**config.mk**
```make
export PLATFORM = sky130hd
export DESIGN_NAME = okl_ctrl
export DESIGN_NICKNAME = d
export VERILOG_FILES = /design/src/rtl/okl_pkg.sv /design/src/rtl/okl_ctrl.sv
export SDC_FILE = /design/constraint.sdc
export NUM_CORES = 1
export LEC_CHECK = 0
export BUFFER_PORTS_ARGS = -buffer_cell sky130_fd_sc_hd__buf_2
export CAP_MARGIN = 15
export CORE_MARGIN = 3
export CORE_UTILIZATION = 32
export DETAILED_ROUTE_END_ITERATION = 16
export PLACE_DENSITY = 0.6
export SKIP_CTS_REPAIR_TIMING = 1
export SYNTH_ARGS = -nofsm -noshare
export SYNTH_HDL_FRONTEND = slang
export SYNTH_SLANG_ARGS = --single-unit
```
**constraint.sdc**
```tcl
create_clock -name clk -period 2.16 [get_ports clk]
set_clock_uncertainty 0.2 [all_clocks]
set_input_delay 0.216 -clock clk [delete_from_list [all_inputs] [get_ports clk]]
set_output_delay 0.216 -clock clk [all_outputs]
set_load 0.1 [all_outputs]
```
**src/rtl/okl_pkg.sv**
```systemverilog
// ----------------------------------------------------------------------------
// okl_pkg - shared types and constants of the k-clock resampler
// Item codes, coefficient reset values and the controller/datapath interface.
// ----------------------------------------------------------------------------
`default_nettype none

package okl_pkg;

	typedef enum logic [1:0] {
		ACT_REF     = 2'd0,
		ACT_SAMPLE  = 2'd1,
		ACT_REQUEST = 2'd2
	} action_t;

	typedef enum logic [1:0] {
		COEF_C0 = 2'd0,
		COEF_C1 = 2'd1,
		COEF_C2 = 2'd2,
		COEF_C3 = 2'd3
	} coef_idx_t;

	typedef enum logic [2:0] {
		MS_CHUNK0,
		MS_CHUNK1,
		MS_CHUNK2,
		MS_FHI,
		MS_FLO
	} mul_sel_t;

	typedef enum logic [1:0] {
		BASE_ZERO,
		BASE_COEF,
		BASE_SUM
	} base_t;

	typedef enum logic [1:0] {
		SH_0,
		SH_24,
		SH_32,
		SH_64
	} shift_t;

	localparam logic signed [63:0] COEF_C0_RST = 64'sd3199244585293316;
	localparam logic signed [63:0] COEF_C1_RST = 64'sd241528048015880;
	localparam logic signed [63:0] COEF_C2_RST = 64'sd70357485179;
	localparam logic signed [63:0] COEF_C3_RST = -64'sd31319721;

	typedef struct packed {
		logic      ref_wr;
		logic      sample_rd;
		logic      line_wr;
		logic      poly_init;
		logic      mul_en;
		mul_sel_t  mul_sel;
		logic      sum_en;
		base_t     sum_base;
		shift_t    sum_shift;
		logic      acc_load;
		coef_idx_t coef_sel;
		logic      decode;
		logic      rd_a;
		logic      rd_b;
		logic      diff;
		logic      out_load;
	} dp_cmd_t;

	typedef struct packed {
		logic hit;
	} dp_sts_t;

endpackage

`default_nettype wire

```
**src/rtl/okl_ctrl.sv**
```systemverilog
// ----------------------------------------------------------------------------
// okl_ctrl - sequencer of the k-clock resampler
// Steps loads, the Horner loop and the interpolation through the datapath.
// ----------------------------------------------------------------------------
`default_nettype none

module okl_ctrl (
	input  logic              clk,
	input  logic              arst_n,
	input  logic              in_valid,
	input  logic [1:0]        action,
	input  logic              out_ready,
	input  okl_pkg::dp_sts_t  sts,
	output logic              in_ready,
	output logic              out_valid,
	output okl_pkg::dp_cmd_t  cmd
);
	import okl_pkg::*;

	typedef enum logic [3:0] {
		S_IDLE,
		S_LD_WR,
		S_POLY,
		S_DECODE,
		S_RD_A,
		S_RD_B,
		S_DIFF,
		S_IMUL,
		S_FIN
	} state_t;

	state_t     state_q;
	logic [1:0] k_q;
	logic [1:0] step_q;
	logic       out_valid_q;
	logic       accept;

	assign in_ready  = (state_q == S_IDLE);
	assign accept    = in_valid && in_ready;
	assign out_valid = out_valid_q;

	always_comb begin
		cmd = '0;
		unique case (state_q)
			S_IDLE: begin
				if (accept) begin
					unique case (action)
						ACT_REF:     cmd.ref_wr    = 1'b1;
						ACT_SAMPLE:  cmd.sample_rd = 1'b1;
						ACT_REQUEST: cmd.poly_init = 1'b1;
						default:     ;
					endcase
				end
			end
			S_LD_WR: cmd.line_wr = 1'b1;
			S_POLY: begin
				if (step_q == 2'd0) begin
					cmd.coef_sel = COEF_C2;
				end else if (step_q == 2'd1) begin
					cmd.coef_sel = COEF_C1;
				end else begin
					cmd.coef_sel = COEF_C0;
				end
				case (k_q)
					2'd0: begin
						cmd.mul_en  = 1'b1;
						cmd.mul_sel = MS_CHUNK0;
					end
					2'd1: begin
						cmd.mul_en    = 1'b1;
						cmd.mul_sel   = MS_CHUNK1;
						cmd.sum_en    = 1'b1;
						cmd.sum_base  = BASE_COEF;
						cmd.sum_shift = SH_0;
					end
					2'd2: begin
						cmd.mul_en    = 1'b1;
						cmd.mul_sel   = MS_CHUNK2;
						cmd.sum_en    = 1'b1;
						cmd.sum_base  = BASE_SUM;
						cmd.sum_shift = SH_32;
					end
					default: begin
						cmd.sum_en    = 1'b1;
						cmd.sum_base  = BASE_SUM;
						cmd.sum_shift = SH_64;
						cmd.acc_load  = 1'b1;
					end
				endcase
			end
			S_DECODE: cmd.decode = 1'b1;
			S_RD_A:   cmd.rd_a   = 1'b1;
			S_RD_B:   cmd.rd_b   = 1'b1;
			S_DIFF:   cmd.diff   = 1'b1;
			S_IMUL: begin
				case (k_q)
					2'd0: begin
						cmd.mul_en  = 1'b1;
						cmd.mul_sel = MS_FHI;
					end
					2'd1: begin
						cmd.mul_en    = 1'b1;
						cmd.mul_sel   = MS_FLO;
						cmd.sum_en    = 1'b1;
						cmd.sum_base  = BASE_ZERO;
						cmd.sum_shift = SH_24;
					end
					default: begin
						cmd.sum_en    = 1'b1;
						cmd.sum_base  = BASE_SUM;
						cmd.sum_shift = SH_0;
					end
				endcase
			end
			S_FIN: cmd.out_load = !out_valid_q || out_ready;
		endcase
	end

	always_ff @(posedge clk or negedge arst_n) begin
		if (!arst_n) begin
			state_q     <= S_IDLE;
			k_q         <= 2'd0;
			step_q      <= 2'd0;
			out_valid_q <= 1'b0;
		end else begin
			if (cmd.out_load) begin
				out_valid_q <= 1'b1;
			end else if (out_ready) begin
				out_valid_q <= 1'b0;
			end
			unique case (state_q)
				S_IDLE: begin
					if (accept) begin
						unique case (action)
							ACT_SAMPLE: state_q <= S_LD_WR;
							ACT_REQUEST: begin
								state_q <= S_POLY;
								k_q     <= 2'd0;
								step_q  <= 2'd0;
							end
							default: state_q <= S_IDLE;
						endcase
					end
				end
				S_LD_WR: state_q <= S_IDLE;
				S_POLY: begin
					if (k_q == 2'd3) begin
						k_q <= 2'd0;
						if (step_q == 2'd2) begin
							state_q <= S_DECODE;
						end else begin
							step_q <= step_q + 2'd1;
						end
					end else begin
						k_q <= k_q + 2'd1;
					end
				end
				S_DECODE: state_q <= sts.hit ? S_RD_A : S_FIN;
				S_RD_A:   state_q <= S_RD_B;
				S_RD_B:   state_q <= S_DIFF;
				S_DIFF: begin
					state_q <= S_IMUL;
					k_q     <= 2'd0;
				end
				S_IMUL: begin
					if (k_q == 2'd2) begin
						k_q     <= 2'd0;
						state_q <= S_FIN;
					end else begin
						k_q <= k_q + 2'd1;
					end
				end
				S_FIN: begin
					if (cmd.out_load) begin
						state_q <= S_IDLE;
					end
				end
			endcase
		end
	end

endmodule

`default_nettype wire

```
* Yosys cells after proc, flatten, opt, wreduce, memory -nomap -nowiden
Index checks and enable logic that the tools add are counted.
W data, S select, Z words.
** Storage, ports and cells
- Flip-flop bits (word level) :: 9
- Bits in latches :: 0
- RAM bits :: 0
- Memory bits (read-only) :: 0
- Bits of input ports :: 7
- Logic and storage cells :: 82
- Memories kept :: 0
** Operators by class
- Add/subtract/negate cells :: 2
- $mul :: 0
- Divide/modulo/power cells :: 0
- Magnitude comparators :: 0
- Equality and inequality tests :: 22
- Shift-type cells :: 0
- Multiplexer cells :: 40
- Bitwise operators :: 0
- Reductions and logical operators :: 14
** Operators with widths (number)
- $pmux W4 S9 :: 1
- $mux W4 :: 6
- $mux W2 :: 9
- $pmux W9 S2 :: 1
- $eq A4 B3 Y1 const B :: 4
- $mux W1 :: 15
- $pmux W5 S3 :: 1
- $pmux W4 S3 :: 1
- $ne A2 B2 Y1 const B :: 5
- $pmux W5 S2 :: 1
- $reduce_and A5 Y1 :: 2
- $eq A2 B2 Y1 const B :: 4
- $eq A4 B2 Y1 const B :: 2
- $pmux W2 S2 :: 2
- $pmux W2 S4 :: 1
- $pmux W4 S2 :: 1
- $eq A2 B1 Y1 const B :: 3
- $logic_not A2 Y1 :: 3
- $add A2 B1 Y2 const B :: 2
- $eq A4 B1 Y1 const B :: 1
- $eq A4 B4 Y1 const B :: 1
- $logic_not A4 Y1 :: 1
- $ne A2 B1 Y1 const B :: 2
- $reduce_bool A2 Y1 :: 2
- 7 further kinds :: 7

* Depth between registers and ports, before layout
- Depth in word-level cells :: 5
- Depth in mapped cells :: 6
- Mapped depth without buffers :: 6

* Worst setup path before layout
OpenSTA, ideal clock, no wires.
- Path type :: register -> output
- Start point :: register state_q[1]
- End point :: output port cmd[20] (netlist name)
- Data arrival time :: 4.652 ns
- Slack :: -2.908 ns
- Stages on the path, launching flop included :: 5
- Buffers on the path :: 1
- Cell sequence :: dfrtp_1 -> buf_4 -> nor4_2 -> nand2_1 -> nor3_1
** RTL lines
- start, declared :: line okl_ctrl.sv:32 : state_t state_q;
- start signal, assigned :: line okl_ctrl.sv:158 : S_DECODE: state_q <= sts.hit ? S_RD_A : S_FIN;
- end, declared :: line okl_ctrl.sv:16 : output okl_pkg::dp_cmd_t cmd

==> flow_summary_export.csv <==
group,metric,value,unit
synthesis,synthDominantCellAreaShare,26.4,%
drt,drc,0,
die,dieHeight,57.6,um
worst_setup_path,critPathArrivalTime,1.72,ns
die,start_util,34.1,%
clock_network,cts_tree,"yes",
worst_setup_path,critPathCaptureType,"primary output",
grt,track_usage,16.0,%
finish,layout-drive-gt1-share,49.3,%
synthesis,synth_nets,127,
timing,fmax,469,MHz
finish,finalNonFillerCells,180,
worst_setup_path,crit_buf_inv,2,
drt,drt_wl_total,2440,um
timing,relSlewSlack,67.7,%
status,outcome,"finished, final reports clean",
clock_network,cts.htree.levels,1,
placed_design,dp_cells,174,
drt,wl_per_cell,13.6,um
synthesis,yosysSeqAreaShare,26.4,%
min_path,hp-class,"input port to flip-flop",
clock_network,cts_buffers,3,
synthesis,yosys.area.top_type,"dfrtp_1",
drt,first_pass_iters,4,
synthesis,synth_cell_types,35,
finish,area_delta_synth_final,84.6,%
worst_setup_path,crit_path_max_incr_delay,0.49,ns
clock_network,clkTransAtPathRegs,0.07,ns
worst_setup_path,start_kind,"flip-flop",
synthesis,ys_top_cells_by_area,"dfrtp_1 (26%), ha_1 (13%), nand2_1 (7.0%), nand2b_1 (5.9%), nor2_1 (4.8%)",
drt,vias,920,
die,core_area,2500,um2
grt,antenna_found_initial,0,
grt,grt_first_pass_wirelength,4200,um
drt,drt-initial-drc-count,13,
worst_setup_path,crit_family,"simple AND/OR/NAND/NOR gates",
clock_network,clock_sinks,9,
placed_design,portBuffers,29,
finish,antenna_cells,0,
synthesis,yosysWarningCount,0,
timing,finalCriticalPeriod,2.13,ns
placed_design,routabilityCongestion,0.840,
placed_design,dp_hpwl,2010,um
timing,setup_viol,0,
worst_setup_path,crit_chain,"nor4b_2 > buf_4 > and2_4 > nand2b_4 > buf_12",
clock_network,worst_skew_pair.late_latency,0.26,ns
timing,hold_viol,0,
synthesis,syn_area,852,um2
die,rows,18,
synthesis,synth-seq-cells,9,
die,die_area,3320,um2
worst_setup_path,cp.required,1.74,ns
drt,ant_nets,0,
timing,finalCritPeriodShare,98.8,%
worst_setup_path,critPathMaxFanout,11,
synthesis,syn_area_per_cell,7.68,um2
synthesis,syn_inst,111,
timing,worst_slew_pin_slew,0.487,ns
drt,vias_per_cell,5.11,
worst_setup_path,critical_path_class,"flip-flop to primary output",
grt,grt_max_degree,13,
die,ios,30,
grt,gr-total-overflow,0,
grt,grt_pass1_vias,915,
finish,layout.nets,167,
timing,finalMaxSlewViolations,0,
run,cap_violations,0,
timing,rsz0062_at_grt,"yes",
worst_setup_path,slowest_stage,"dfrtp_2",
die,die_w,57.6,um
clock_network,cts_root_buffer,"clkbuf_4",
clock_network,clockBufferDepth,2,
==> registers in the layout, summed over array words and instances, names as in the netlist <==
| register | count |
|---|---|
| step_q | 2 |
| k_q | 2 |
| state_q | 4 |
| out_valid | 1 |
==> cell type report <==
| class | instances | area (um2) |
|---|---|---|
| fillers | 211 | 927 |
| multi-input cells | 88 | 712 |
| repair buffers | 40 | 534 |
| flip-flops and latches | 9 | 228 |
| well taps | 30 | 37.5 |
| inverters | 9 | 33.8 |
| clock buffers | 3 | 22.5 |
| clock inverters | 1 | 5.00 |
==> final timing paths <==
kind	start	slack, ns	endpoint	cells past startpoint
hold reg to reg	out_valid	0.33	out_valid	2
setup reg to reg	state_q[3]	0.30	state_q[1]	6
hold / removal	out_ready	0.07	out_valid	3
max in group asynchronous	arst_n	1.42	state_q[2]	2
min in group asynchronous	arst_n	0.13	step_q[0]	2
setup / recovery	state_q[2]	0.03	cmd[13]	5
==> layer usage <==
layer | part of all wire (%) | GRT usage [%] | up-vias
met1 | 42 | 19.3 | 440
met4 | 0.78 | 3.97 | 0
met2 | 54 | 29.4 | 23
li1 | - | - | 455
met3 | 3.9 | 2.49 | 2
met5 | 0 | 0 | -
==> cell families (layout without fill, tap and decap cells) <==
logic type	Yosys count	after routing	share of synthesized area, %
multiplexers	1	1	1.17
adder cells (fa/ha/maj)	9	9	13.2
buffers and inverters	14	53	7.20
AND/OR/NAND/NOR	58	58	35.8
AO/OA/AOI/OAI	20	20	16.2
flip-flops	9	9	26.4
==> placed cells by master (no fill, tap or decap), drive strengths merged, types with 2 or more instances in the layout <==
master  count
or2         2
nand2      16
clkbuf      3
o22ai       2
o21ai       7
dfrtp       9
nor2       11
nor3        6
ha          9
inv         9
and2        6
nand2b      8
buf        39
==> worst min-delay path, stage by stage <==
cell      delay [ns]
buf_2           0.08
nand2b_1        0.14
nand2_1         0.06
==> stage by stage <==
stage	hold WS (ns)	TNS, ns	setup slack, ns	cell area (um2)	util, %
floorplan	-0.280	-5.90	-1.03	973	-
global placement	-0.120	0	0.239	1490	59.6
detailed placement	-0.117	0	0.198	1490	59.6
CTS	-0.404	-0.330	-0.103	1520	60.7
global route	0.0812	-0.173	-0.0688	1570	62.9
finish	0.0671	0	0.0256	1570	62.9
==> cell usage after synthesis (all sizes together) <==
| library cell | n |
|---|---|
| a311oi | 1 |
| buf | 5 |
| dfrtp | 9 |
| a31oi | 1 |
| o22ai | 2 |
| or2b | 1 |
| nor3b | 1 |
| or2 | 2 |
| nand3 | 1 |
| mux2i | 1 |
| o2bb2ai | 1 |
| nand3b | 1 |
| nand2 | 16 |
| nand2b | 8 |
| o21a | 1 |
| a32oi | 1 |
| nor4b | 1 |
| a21o | 1 |
| o221ai | 1 |
| nand4b | 1 |
| nor4 | 1 |
| a21oi | 1 |
| ha | 9 |
| o21ai | 7 |
| and3 | 1 |
| nor2 | 11 |
| nor3 | 6 |
| a221o | 1 |
| o31ai | 1 |
| or4b | 1 |
| inv | 9 |
| and2 | 6 |
| o211ai | 1 |
Power is not shown: default switching activity piles up to over one toggle a cycle in this logic, so the estimate is an artifact.
